**src/hw/rtl/sldf_pkg.sv**
```systemverilog
// Shared types and constants for the sync/length frame deframer.
package sldf_pkg;

  localparam int BYTE_W  = 8;
  localparam int POS_W   = 5;
  localparam int TOTAL_W = 6;
  localparam int LEN_W   = 5;
  localparam int CFG_IDX_W = 2;

  localparam logic [TOTAL_W-1:0] HEADER_BYTES = 6'd3;
  localparam int                 PAYLOAD_CAP  = 29;

  localparam logic [BYTE_W-1:0] SYNC_FIRST_RESET  = 8'hAA;
  localparam logic [BYTE_W-1:0] SYNC_SECOND_RESET = 8'h55;
  localparam logic [LEN_W-1:0]  MAX_PAYLOAD_RESET = 5'd29;

  typedef enum logic [CFG_IDX_W-1:0] {
    CFG_SYNC_FIRST  = 2'd0,
    CFG_SYNC_SECOND = 2'd1,
    CFG_MAX_PAYLOAD = 2'd2
  } cfg_index_t;

  // Descriptor of one completed frame: header plus payload byte count.
  typedef struct packed {
    logic [TOTAL_W-1:0] total;
  } desc_t;

  typedef struct packed {
    logic  valid;
    logic  full;
    desc_t head;
  } q_status_t;

endpackage

```
**src/hw/rtl/sldf_ram.sv**
```systemverilog
// Generic single-write, single-read RAM with registered read data.
module sldf_ram #(
  parameter int WIDTH = 8,
  parameter int DEPTH = 64
) (
  input  logic                     clk,
  input  logic                     we,
  input  logic [$clog2(DEPTH)-1:0] waddr,
  input  logic [WIDTH-1:0]         wdata,
  input  logic                     re,
  input  logic [$clog2(DEPTH)-1:0] raddr,
  output logic [WIDTH-1:0]         rdata
);

  logic [WIDTH-1:0] mem [DEPTH];

  always_ff @(posedge clk) begin
    if (we) begin
      mem[waddr] <= wdata;
    end
    // read data holds until the next read
    if (re) begin
      rdata <= mem[raddr];
    end
  end

endmodule

```
**src/hw/rtl/sldf_queue.sv**
```systemverilog
// Two-entry queue of completed-frame descriptors between parser and drain.
module sldf_queue (
  input  logic              clk,
  input  logic              rst,
  input  logic              push,
  input  sldf_pkg::desc_t   push_desc,
  input  logic              pop,
  output sldf_pkg::q_status_t status
);
  import sldf_pkg::*;

  desc_t      entry [2];
  logic       wp;
  logic       rp;
  logic [1:0] count;

  always_ff @(posedge clk) begin
    if (rst) begin
      wp    <= 1'b0;
      rp    <= 1'b0;
      count <= 2'd0;
    end else begin
      if (push) begin
        wp <= ~wp;
      end
      if (pop) begin
        rp <= ~rp;
      end
      case ({push, pop})
        2'b10:   count <= count + 2'd1;
        2'b01:   count <= count - 2'd1;
        default: count <= count;
      endcase
    end
    if (push) begin
      entry[wp] <= push_desc;
    end
  end

  assign status.valid = (count != 2'd0);
  assign status.full  = (count == 2'd2);
  assign status.head  = entry[rp];

  a_no_push_full: assert property (@(posedge clk) disable iff (rst)
    push |-> !status.full || pop)
    else $error("descriptor pushed into full queue");

  a_no_pop_empty: assert property (@(posedge clk) disable iff (rst)
    pop |-> status.valid)
    else $error("descriptor popped from empty queue");

endmodule

```
**src/hw/rtl/sldf_front.sv**
```systemverilog
// Byte parser: sync hunt, length check, frame store writes, descriptor push.
module sldf_front #(
  parameter int FRAME_BYTES = 32,
  parameter int AW          = $clog2(FRAME_BYTES)
) (
  input  logic                           clk,
  input  logic                           rst,
  input  logic                           cfg_we,
  input  logic [sldf_pkg::CFG_IDX_W-1:0] cfg_index,
  input  logic [sldf_pkg::BYTE_W-1:0]    cfg_data,
  input  logic                           in_valid,
  output logic                           in_ready,
  input  logic [sldf_pkg::BYTE_W-1:0]    in_byte,
  input  sldf_pkg::q_status_t            q_status,
  output logic                           push,
  output sldf_pkg::desc_t                push_desc,
  output logic                           st_we,
  output logic [AW:0]                    st_addr,
  output logic [sldf_pkg::BYTE_W-1:0]    st_data
);
  import sldf_pkg::*;

  localparam int FB_CAP = FRAME_BYTES - 3;
  localparam logic [LEN_W-1:0] LEN_CAP =
    (FB_CAP < PAYLOAD_CAP) ? LEN_W'(FB_CAP) : LEN_W'(PAYLOAD_CAP);

  logic [BYTE_W-1:0]  sync_first;
  logic [BYTE_W-1:0]  sync_second;
  logic [LEN_W-1:0]   max_payload;
  logic [TOTAL_W-1:0] fill;
  logic [LEN_W-1:0]   plen;
  logic               bank;

  logic               accept;
  logic [LEN_W-1:0]   limit;
  logic [TOTAL_W-1:0] total;
  logic [TOTAL_W-1:0] fill_inc;
  logic               len_bad;

  assign in_ready = !q_status.full;
  assign accept   = in_valid && in_ready;
  assign limit    = (max_payload > LEN_CAP) ? LEN_CAP : max_payload;
  assign total    = TOTAL_W'(plen) + HEADER_BYTES;
  assign fill_inc = fill + 6'd1;
  assign len_bad  = (in_byte == '0) || (in_byte > BYTE_W'(limit));

  always_ff @(posedge clk) begin
    if (rst) begin
      sync_first  <= SYNC_FIRST_RESET;
      sync_second <= SYNC_SECOND_RESET;
      max_payload <= MAX_PAYLOAD_RESET;
    end else if (cfg_we) begin
      unique case (cfg_index)
        CFG_SYNC_FIRST:  sync_first  <= cfg_data;
        CFG_SYNC_SECOND: sync_second <= cfg_data;
        CFG_MAX_PAYLOAD: max_payload <= cfg_data[LEN_W-1:0];
        default: ;
      endcase
    end
  end

  always_comb begin
    st_we = 1'b0;
    push  = 1'b0;
    if (accept) begin
      case (fill)
        6'd0:    st_we = (in_byte == sync_first);
        6'd1:    st_we = (in_byte == sync_second);
        6'd2:    st_we = !len_bad;
        default: begin
          st_we = 1'b1;
          push  = (fill_inc >= total);
        end
      endcase
    end
  end

  assign st_addr         = {bank, AW'(fill)};
  assign st_data         = in_byte;
  assign push_desc.total = total;

  always_ff @(posedge clk) begin
    if (rst) begin
      fill <= '0;
      plen <= '0;
      bank <= 1'b0;
    end else if (accept) begin
      case (fill)
        6'd0: fill <= (in_byte == sync_first) ? 6'd1 : 6'd0;
        // mismatch drops to hunting; the byte is not retried as a first sync
        6'd1: fill <= (in_byte == sync_second) ? 6'd2 : 6'd0;
        6'd2: begin
          if (len_bad) begin
            fill <= '0;
          end else begin
            fill <= 6'd3;
            plen <= in_byte[LEN_W-1:0];
          end
        end
        default: begin
          if (fill_inc >= total) begin
            fill <= '0;
            bank <= ~bank;
          end else begin
            fill <= fill_inc;
          end
        end
      endcase
    end
  end

  a_fill_bound: assert property (@(posedge clk) disable iff (rst)
    (fill >= 6'd3) |-> (fill < total))
    else $error("fill count ran past frame length");

endmodule

```
**src/hw/rtl/sldf_back.sv**
```systemverilog
// Frame drain: reads a completed frame from the store, one byte per request.
module sldf_back #(
  parameter int FRAME_BYTES = 32,
  parameter int AW          = $clog2(FRAME_BYTES)
) (
  input  logic                        clk,
  input  logic                        rst,
  input  sldf_pkg::q_status_t         q_status,
  output logic                        pop,
  output logic                        rd_en,
  output logic [AW:0]                 rd_addr,
  output logic                        out_valid,
  input  logic                        out_ready,
  output logic [sldf_pkg::POS_W-1:0]  out_pos,
  output logic                        out_last
);
  import sldf_pkg::*;

  logic             bank;
  logic [POS_W-1:0] k;
  logic             last_k;

  // the RAM read register is the output data register, so a read is only
  // issued when the current output is free or being taken
  assign rd_en   = q_status.valid && (!out_valid || out_ready);
  assign last_k  = ((TOTAL_W'(k) + 6'd1) == q_status.head.total);
  assign pop     = rd_en && last_k;
  assign rd_addr = {bank, AW'(k)};

  always_ff @(posedge clk) begin
    if (rst) begin
      out_valid <= 1'b0;
      bank      <= 1'b0;
      k         <= '0;
    end else if (rd_en) begin
      out_valid <= 1'b1;
      if (last_k) begin
        k    <= '0;
        bank <= ~bank;
      end else begin
        k <= k + 5'd1;
      end
    end else if (out_ready) begin
      out_valid <= 1'b0;
    end
    if (rd_en) begin
      out_pos  <= k;
      out_last <= last_k;
    end
  end

  a_pos_step: assert property (@(posedge clk) disable iff (rst)
    (rd_en && !last_k) |=> (k == $past(k) + 5'd1))
    else $error("drain position skipped");

  a_hold_stall: assert property (@(posedge clk) disable iff (rst)
    (out_valid && !out_ready) |-> !rd_en)
    else $error("store read while output stalled");

endmodule

```
**src/hw/rtl/sync_length_frame_deframer.sv**
```systemverilog
// Top level of the two-byte sync, length-prefixed frame deframer.
//
// s_tdata carries one received byte per request. The parser hunts for
// sync_first then sync_second, takes the third byte as payload length and
// stores header plus payload. When the frame is complete it is emitted on the
// master side, one byte per request, header first; m_tlast marks the final
// byte. Configuration is to be written through cfg_we/cfg_index/cfg_data while
// idle; the block itself does not enforce this. Input: one byte per cycle
// while s_tready is high. s_tready drops only when two completed frames are
// still waiting to drain (two-bank frame store with a two-entry descriptor
// queue). Output: a completed frame's descriptor is pushed into the queue,
// then its bytes are read into the store read register, which holds the
// output byte; the next byte is read as the current one is taken, a rate set
// by the single store read port. Reset clears the parser to hunting, the
// queue and the output valid, and restores the register defaults. If the
// receiver stalls, the output byte holds and the drain pauses; the parser
// keeps taking bytes until the queue fills.
module sync_length_frame_deframer #(
  parameter int FRAME_BYTES = 32
) (
  input  logic                           clk,
  input  logic                           rst,
  input  logic                           s_tvalid,
  output logic                           s_tready,
  input  logic [7:0]                     s_tdata,   // [7:0] rx_value
  output logic                           m_tvalid,
  input  logic                           m_tready,
  output logic [15:0]                    m_tdata,   // [7:0] frame_value,
                                                    // [12:8] frame_position
  output logic                           m_tlast,   // last_of_frame
  input  logic                           cfg_we,
  input  logic [sldf_pkg::CFG_IDX_W-1:0] cfg_index,
  input  logic [sldf_pkg::BYTE_W-1:0]    cfg_data
);
  import sldf_pkg::*;

  localparam int AW        = $clog2(FRAME_BYTES);
  localparam int RAM_DEPTH = 2 * (2 ** AW);

  q_status_t         q_status;
  desc_t             push_desc;
  logic              push;
  logic              pop;
  logic              st_we;
  logic [AW:0]       st_addr;
  logic [BYTE_W-1:0] st_data;
  logic              rd_en;
  logic [AW:0]       rd_addr;
  logic [BYTE_W-1:0] rd_data;
  logic [POS_W-1:0]  out_pos;

  sldf_front #(.FRAME_BYTES(FRAME_BYTES), .AW(AW)) u_front (
    .clk       (clk),
    .rst       (rst),
    .cfg_we    (cfg_we),
    .cfg_index (cfg_index),
    .cfg_data  (cfg_data),
    .in_valid  (s_tvalid),
    .in_ready  (s_tready),
    .in_byte   (s_tdata),
    .q_status  (q_status),
    .push      (push),
    .push_desc (push_desc),
    .st_we     (st_we),
    .st_addr   (st_addr),
    .st_data   (st_data)
  );

  sldf_queue u_queue (
    .clk       (clk),
    .rst       (rst),
    .push      (push),
    .push_desc (push_desc),
    .pop       (pop),
    .status    (q_status)
  );

  sldf_ram #(.WIDTH(BYTE_W), .DEPTH(RAM_DEPTH)) u_store (
    .clk   (clk),
    .we    (st_we),
    .waddr (st_addr),
    .wdata (st_data),
    .re    (rd_en),
    .raddr (rd_addr),
    .rdata (rd_data)
  );

  sldf_back #(.FRAME_BYTES(FRAME_BYTES), .AW(AW)) u_back (
    .clk       (clk),
    .rst       (rst),
    .q_status  (q_status),
    .pop       (pop),
    .rd_en     (rd_en),
    .rd_addr   (rd_addr),
    .out_valid (m_tvalid),
    .out_ready (m_tready),
    .out_pos   (out_pos),
    .out_last  (m_tlast)
  );

  assign m_tdata = {3'b000, out_pos, rd_data};

endmodule

```
**config.mk**
```make
export PLATFORM = sky130hd
export DESIGN_NAME = sync_length_frame_deframer
export DESIGN_NICKNAME = d
export VERILOG_FILES = /design/src/hw/rtl/sldf_pkg.sv /design/src/hw/rtl/sldf_ram.sv /design/src/hw/rtl/sldf_queue.sv /design/src/hw/rtl/sldf_front.sv /design/src/hw/rtl/sldf_back.sv /design/src/hw/rtl/sync_length_frame_deframer.sv
export SDC_FILE = /design/constraint.sdc
export NUM_CORES = 1
export LEC_CHECK = 0
export BUFFER_PORTS_ARGS = -buffer_cell sky130_fd_sc_hd__buf_2
export CAP_MARGIN = 0
export CORE_UTILIZATION = 55
export CTS_CLUSTER_DIAMETER = 200
export CTS_CLUSTER_SIZE = 12
export DETAILED_ROUTE_END_ITERATION = 12
export PLACE_DENSITY = 0.72
export SETUP_SLACK_MARGIN = 0.4
export SLEW_MARGIN = 20
export SYNTH_ARGS = -nofsm -noshare
export SYNTH_HDL_FRONTEND = slang
export SYNTH_SLANG_ARGS = --single-unit
```
**constraint.sdc**
```tcl
create_clock -name clk -period 4 [get_ports clk]
set_clock_uncertainty 0.15 [all_clocks]
set_input_delay 0.2 -clock clk [delete_from_list [all_inputs] [get_ports clk]]
set_output_delay 0.2 -clock clk [all_outputs]
set_load 0.005 [all_outputs]
```
==> key figures, run 1 <==
Run status
  – Status: finished, final reports clean

Clock network
  – CTS Sinks: 583
  – Worst-skew pair later-pin latency: 0.61 ns
  – CTS root buf: clkbuf_16
  – CTS clk-pin slew, worst paths: 0.06 ns
  – CTS tree: built
  – TritonCTS Buffers: 54
  – Max Root-Sink Buffers: 3
  – H-tree levels: 2

Synth
  – Sequential area share after synthesis: 72.8%
  – Cell Area, Synth: 0.0234 sq mm
  – Yosys warns: 0
  – Dominant synthesized flop cell: edfxtp_1
  – Post-synth EDFFs: 538
  – Mean Syn Cell Area: 18.7 sq um
  – Yosys cell types: 53
  – Flip-flop and latch count after synthesis: 583
  – Post-Syn Instances: 1,251
  – Async set-reset flop share out of synthesis: 0%

Power and ir drop
  – Switch Pwr: 2490 uW
  – Clk pwr share: 38.5%
  – Peak supply drop: 0.306 mV
  – Power, Total: 11,900 uW
  – Internal power: 9410 uW
  – Switching Fraction: 20.9%
  – PD cells: 455 mW/mm^2
  – Combinational fraction of design power: 5.1%
  – Part of the power in registers: 56.4%
  – Lkg Pwr: 0.00808 uW

Die
  – Core Box Area: 0.0420 sq mm
  – Die ar.: 0.0435 sq mm
  – DIE HEIGHT: 208 microns
  – Num rows: 75
  – Initial Util: 55.8%
  – DIE WIDTH: 208 microns
  – I/O pin cnt: 42

Worst hold path
  – Hold path endpoint: u_front.sync_first[6]$_SDFFE_PP0P_
  – Worst Hold Path Cells: 2
  – Worst hold start: rst
  – Hold crit path type: in -> reg

Drt
  – Routed met2 length: 24.7 mm
  – Average wire per standard cell: 26.2 microns
  – Detailed-route via count: 11,800
  – Final antenna-violating net count: 0
  – Vias per inst: 6.18
  – Iteration count of the initial detailed-routing pass: 5
  – Met1 WL: 21.0 mm
  – DRC: 0
  – Met3 WL: 3.27 mm
  – Drt total wl: 50.2 mm
  – DRT iter0 DRCs: 1,012
  – Top Metal Used: met5

Finish
  – Share of cells above drive strength 1: 21.5%
  – P&R area growth vs syn: 11.5%
  – Fillers: 2,926
  – Final Instance Area: 0.0261 sq mm
  – Final Util: 62.2%
  – Final Net Count: 1,394

Worst setup path
  – Crit-path max FO: 7
  – WP data required: 4.37 ns
  – R2r endpoint: u_queue.count[1]$_SDFFE_PP0P_
  – Worst setup SP type: flip-flop
  – Setup CP Type: reg -> reg
  – RR Startpoint: u_front.plen[0]$_SDFFE_PP0P_
  – Register-to-register setup slack: 0.67 ns
  – Critical Path AT: 3.70 ns
  – Worst Setup SP: u_front.plen[0]$_SDFFE_PP0P_
  – CP Capture Type: flip-flop
  – Worst Reg-to-Reg Cells: 13

Placed design
  – Buffers on Ports: 38
  – DP Area: 0.0244 sq mm
  – Post-DP HPWL: 30.4 mm
  – Routability cong.: 0.835

Timing
  – Highest clock rate: 301 MHz
  – Hold slack: 0.0176 ns
  – Final setup violating endpoints: 0
  – Relative slew slack: 31.9%
  – Setup tns final: 0 ns
  – RSZ-0062 raised after global routing: false
  – Hold Fails Final Rpt: 0
  – Worst-Margin Slew: 1.02 ns
  – Min cycle time layout: 3.33 ns
  – Slew Limit Fails: 0
  – Final period utilization: 83.1%

Run
  – Max-Cap Viols: 0

GRT
  – Gr usage total: 23.9%
  – GRT overflow: 0
  – Initial antenna violation count: 2
  – Vias in the first global route: 12,000
  – Global-route wire length before repair: 75.6 mm
  – Pin count of the biggest net entering global routing: 67
==> Yosys cell counts (3+ instances only) <==
library cell	count	area [sq um]
dfxtp_1	45	901
o21ai_1	4	20.0
buf_4	11	82.6
nand3b_1	3	22.5
nor3_1	13	65.1
nand3_1	21	105
ha_1	18	225
buf_6	4	45.0
edfxtp_1	538	16200
clkbuf_1	24	90.1
buf_1	14	52.6
xnor2_1	21	184
a31oi_1	4	25.0
nor4_1	4	25.0
buf_2	17	85.1
nand2_1	22	82.6
a211o_1	10	87.6
mux4_2	138	3110
xor2_1	13	114
nor2_1	88	330
a21oi_1	41	205
o21ai_0	13	65.1
nor2b_1	30	188
inv_1	21	78.8
a22oi_1	7	52.6
nand2b_1	8	50.1
nand4_1	7	43.8
a211oi_1	33	248
or3_1	9	56.3
mux2i_1	42	420
==> layout by cell type (no fill, tap or decap), drive strengths merged, types with 8 or more instances in the layout <==
master       instances
a211o               10
xnor2               21
inv                 24
nand3               22
nor2                88
nor3                13
o21ai               17
buf                 88
mux4               138
or3                  9
xor2                13
a211oi              34
edfxtp             538
a21oi               42
nor2b               30
ha                  18
nand2               22
dfxtp               45
dlygate4sd3         26
clkbuf              74
mux2i               42
nand2b               8
==> registers in the layout, indices dropped and copies added (netlist names), 2 cells and up, named ones only <==
name,cells
u_queue.entry,12
u_front.plen,5
u_queue.count,2
u_store.mem,512
u_back.out_pos,5
u_front.sync_second,8
u_front.fill,6
u_store.rdata,8
u_front.max_payload,5
u_back.k,5
u_front.sync_first,8
==> cell type report <==
type                    instances  area [sq um]  area share [%]
flip-flops and latches        583         17100            65.3
multi-input cells             578          5960            22.8
clock buffers                  74          1450            5.54
repair buffers                114           863            3.30
well taps                     539           674            2.58
inverters                      22          82.6           0.316
clock inverters                 3          36.3           0.139
diodes                          1          2.50         0.00958
==> critical path: stages, from the launching register on <==
cell      delay [ns]
dfxtp_1         0.34
inv_1           0.10
ha_1            0.23
nand3b_1        0.18
xnor2_1         0.24
inv_1           0.07
ha_1            0.29
nand3_1         0.07
o21ai_1         0.20
a21oi_1         0.20
or2_2           0.35
ha_1            0.33
or3_1           0.35
a21oi_1         0.14
==> cell families after synthesis <==
logic type / count (synthesis) / synth area share [%]
AOI/OAI and AO/OA: 127 / 3.59
xor gates and xnor gates: 34 / 1.27
adders and majority gates: 18 / 0.961
buffers and inverters: 92 / 1.87
DFF: 583 / 72.8
muxes: 180 / 15.1
other: 1 / 0.0160
and+or+nand+nor: 216 / 4.49
==> worst max path at each step <==
stage | slack (ns) | endpoint | cells past startpoint
floorplan | 0.97 | u_queue.count[1]$_SDFFE_PP0P_ | 12
global placement | 0.74 | u_store.rdata[6]$_DFFE_PP_ | 6
detailed placement | 0.68 | u_queue.count[1]$_SDFFE_PP0P_ | 13
CTS | 0.66 | u_queue.count[1]$_SDFFE_PP0P_ | 13
global route | 0.43 | u_queue.count[1]$_SDFFE_PP0P_ | 11
finish | 0.67 | u_queue.count[1]$_SDFFE_PP0P_ | 13
==> layer usage <==
layer	vias to the layer above	GRT usage, %
li1	5205	-
met1	6109	33.2
met2	420	39.0
met3	84	3.94
met4	2	7.94
met5	-	0
==> what timing repair did <==
action | CTS | global route
buffers inserted | 0 | 0
hold endpoints to repair | 46 | 0
gates resized for setup | 0 | 0
hold buffers | 26 | 0
==> metrics by stage <==
stage	std cells	worst slack (ns)
2_1_floorplan	1253	0.967
5_1_grt	1913	0.434
4_1_cts	1913	0.660
3_3_place_gp	1810	0.736
6_report	1914	0.674
3_5_place_dp	1810	0.680
==> power groups by stage <==
stage | sequential, uW | combinational (uW) | clock [uW]
detailed placement | 6840 | 587 | 0
floorplan | 6830 | 355 | 0
global route | 6710 | 649 | 4850
CTS | 6710 | 609 | 4640
finish | 6710 | 602 | 4590
global placement | 6840 | 578 | 0
Power figures use the tool's default switching activity.
==> run 2: changes to the inputs <==
Clock period 4 ns to 3.2 ns, I/O delays scaled along.
==> run 2 against run 1 <==
  * Critical path depth is 1 higher
  * Via count rose by 2.9%
  * Register-to-register slack got worse by 0.33 ns
  * Clock-buffer cell count is 4 higher
  * Largest cell class unchanged
==> key figures, run 2 (same netlist as run 1, synthesis figures left out) <==
Worst setup path
  – Critical path buffers and inverters: 2 (unchanged)
  – Top delay family on crit path: simple AND/OR/NAND/NOR gates (unchanged)
  – Setup CP Type: reg -> reg (unchanged)
  – Top cell by count, worst path: ha_4 (was ha_1)
  – Cell chain of the critical path: inv_4 -> ha_4 -> nand3b_1 -> xnor2_2 -> inv_2 -> ha_4 -> nand3_2 -> o21ai_2 -> a21oi_2 -> or2_4 -> ha_4 -> xnor2_2 -> or3_1 -> a21oi_2 (was inv_1 -> ha_1 -> nand3b_1 -> xnor2_1 -> inv_1 -> ha_1 -> nand3_1 -> o21ai_1 -> a21oi_1 -> or2_2 -> ha_1 -> or3_1 -> a21oi_1)
  – CP Capture Type: flip-flop (unchanged)
  – WP data required: 3.58 ns (was 4.37 ns)
  – Worst setup SP type: flip-flop (unchanged)
  – Critical Path AT: 3.24 ns (was 3.70 ns)
  – Crit-path max FO: 3 (was 7)
  – Slowest Stage Delay on Critical Path: 0.36 ns (was 0.35 ns)
  – CP max-delay cell: or3_1 (was or2_2)

Drt
  – DRC: 0 (unchanged)
  – Routed met2 length: 25.8 mm (was 24.7 mm)
  – Average wire per standard cell: 26.2 microns (about the same)
  – Met3 WL: 3.77 mm (was 3.27 mm)
  – Vias per inst: 6.11 (was 6.18)
  – Met1 WL: 21.6 mm (was 21.0 mm)
  – Final antenna-violating net count: 0 (unchanged)
  – Top Metal Used: met4 (was met5)
  – DRT iter0 DRCs: 1,131 (was 1,012)
  – Detailed-route via count: 12,200 (was 11,800)
  – Iteration count of the initial detailed-routing pass: 5 (unchanged)
  – Drt total wl: 52.1 mm (was 50.2 mm)

Timing
  – Worst setup margin: 0.340 ns (was 0.674 ns)
  – Setup tns final: 0 ns (unchanged)
  – Slew Limit Fails: 0 (unchanged)
  – RSZ-0062 raised after global routing: true (was false)
  – Final setup violating endpoints: 0 (unchanged)
  – Relative slew slack: 29.8% (was 31.9%)
  – Hold Fails Final Rpt: 0 (unchanged)
  – Min cycle time layout: 2.86 ns (was 3.33 ns)
  – Highest clock rate: 350 MHz (was 301 MHz)
  – Worst-Margin Slew: 1.05 ns (was 1.02 ns)
  – Final period utilization: 89.4% (was 83.1%)

Power and ir drop
  – PD cells: 553 mW/mm^2 (was 455 mW/mm^2)
  – Peak supply drop: 0.424 mV (was 0.306 mV)
  – Lkg Pwr: 0.00860 uW (was 0.00808 uW)

Placed design
  – DP Worst Slack: 0.102 ns (was 0.680 ns)
  – Routability cong.: 0.822 (was 0.835)
  – Buffers on Ports: 38 (unchanged)
  – Post-DP HPWL: 32.0 mm (was 30.4 mm)

Die
  – Die ar.: 0.0435 sq mm (unchanged)
  – DIE HEIGHT: 208 microns (unchanged)
  – DIE WIDTH: 208 microns (unchanged)
  – Initial Util: 55.8% (unchanged)
  – Num rows: 75 (unchanged)
  – Core Box Area: 0.0420 sq mm (unchanged)
  – I/O pin cnt: 42 (unchanged)

Clock network
  – CTS tree: built (unchanged)
  – Worst-skew pair later-pin latency: 0.59 ns (was 0.61 ns)
  – Max Root-Sink Buffers: 3 (unchanged)
  – CTS Sinks: 583 (unchanged)
  – H-tree levels: 2 (unchanged)
  – TritonCTS Buffers: 54 (unchanged)
  – CTS root buf: clkbuf_16 (unchanged)
  – CTS clk-pin slew, worst paths: 0.06 ns (about the same)

Finish
  – Largest register FFs: 512 (unchanged)
  – Largest register by flop count: u_store.mem (unchanged)
  – Final Net Count: 1,469 (was 1,394)
  – Top flop regs: u_store.mem (512), u_queue.entry (12) (unchanged)
  – Most frequent cells in the layout: edfxtp_1 (538), mux4_2 (138), buf_4 (103), nor2_1 (87), clkbuf_16 (58) (was edfxtp_1 (538), mux4_2 (138), nor2_1 (88), clkbuf_16 (55), buf_4 (47))
  – P&R area growth vs syn: 15.9% (was 11.5%)
  – Share of cells above drive strength 1: 28.6% (was 21.5%)
  – Most common cell after layout, fill and taps aside: edfxtp_1 (unchanged)
  – Fillers: 2,788 (was 2,926)

Run status
  – Status: finished, final reports clean (unchanged)

GRT
  – Vias in the first global route: 12,300 (was 12,000)
  – GRT overflow: 0 (unchanged)
  – Pin count of the biggest net entering global routing: 70 (was 67)
  – Global-route wire length before repair: 77.5 mm (was 75.6 mm)
  – Initial antenna violation count: 3 (was 2)
  – Gr usage total: 24.3% (was 23.9%)

Worst hold path
  – Hold crit path type: in -> reg (unchanged)

Run
  – Max-Cap Viols: 0 (unchanged)
==> run 2: power breakdown <==
| group | total (uW) | switching, uW | internal, uW |
|---|---|---|---|
| clock | 5750 | 2540 | 3210 |
| sequential | 8390 | 33.4 | 8360 |
| combinational | 867 | 514 | 353 |
| total | 15000 | 3090 | 11900 |
==> run 2: layout make-up <==
class	count	area [sq um]	share of cell area [%]
antenna	1	2.50	0.00921
clock inverter	1	7.51	0.0276
timing repair buffer	189	1610	5.92
clock buffer	78	1510	5.54
multi-input combinational	578	6190	22.8
sequential	583	17100	62.9
inverter	22	87.6	0.322
tap	539	674	2.48
==> run 2: timing repair <==
action,4_1_cts,5_1_grt
gates cloned,1,1
pin swaps,9,6
endpoints found under the setup margin,27,88
hold buffers,28,0
setup buffers,2,5
gates resized for setup,27,41
hold endpoints to repair,50,0
==> run 2: final timing paths <==
kind                                                          start                                   to  cells after the start  slack, ns
worst min register to register  u_front.sync_second[0]$_SDFFE_PP1P_  u_front.sync_second[0]$_SDFFE_PP1P_                      1       0.34
worst max register to register         u_front.plen[0]$_SDFFE_PP0P_        u_queue.count[1]$_SDFFE_PP0P_                     14       0.34
worst max-delay path                   u_front.plen[0]$_SDFFE_PP0P_        u_queue.count[1]$_SDFFE_PP0P_                     14       0.34
worst min-delay path                                     s_tdata[6]         u_store.mem[39][6]$_DFFE_PP_                      2       0.01
==> run 2: stage by stage <==
stage / hold WS (ns) / total power (uW) / std cells / instance area, sq um / utilization, %
after floorplan: 0.109 / 8990 / 1253 / 23500 / -
after global placement: 0.226 / 9320 / 1874 / 24900 / 59.3
after detailed placement: 0.242 / 9340 / 1874 / 24900 / 59.3
after CTS: 0.00745 / 15100 / 1984 / 26900 / 64.0
after global routing: 0.0328 / 15400 / 1990 / 27200 / 64.6
final: 0.0135 / 15000 / 1991 / 27200 / 64.6
==> run 2: layer usage <==
| metal | global-route usage, % | vias up |
|---|---|---|
| met3 | 3.67 | 53 |
| met1 | 35.3 | 6306 |
| met2 | 39.3 | 440 |
| li1 | - | 5366 |
| met4 | 5.87 | 0 |
| met5 | 0 | - |
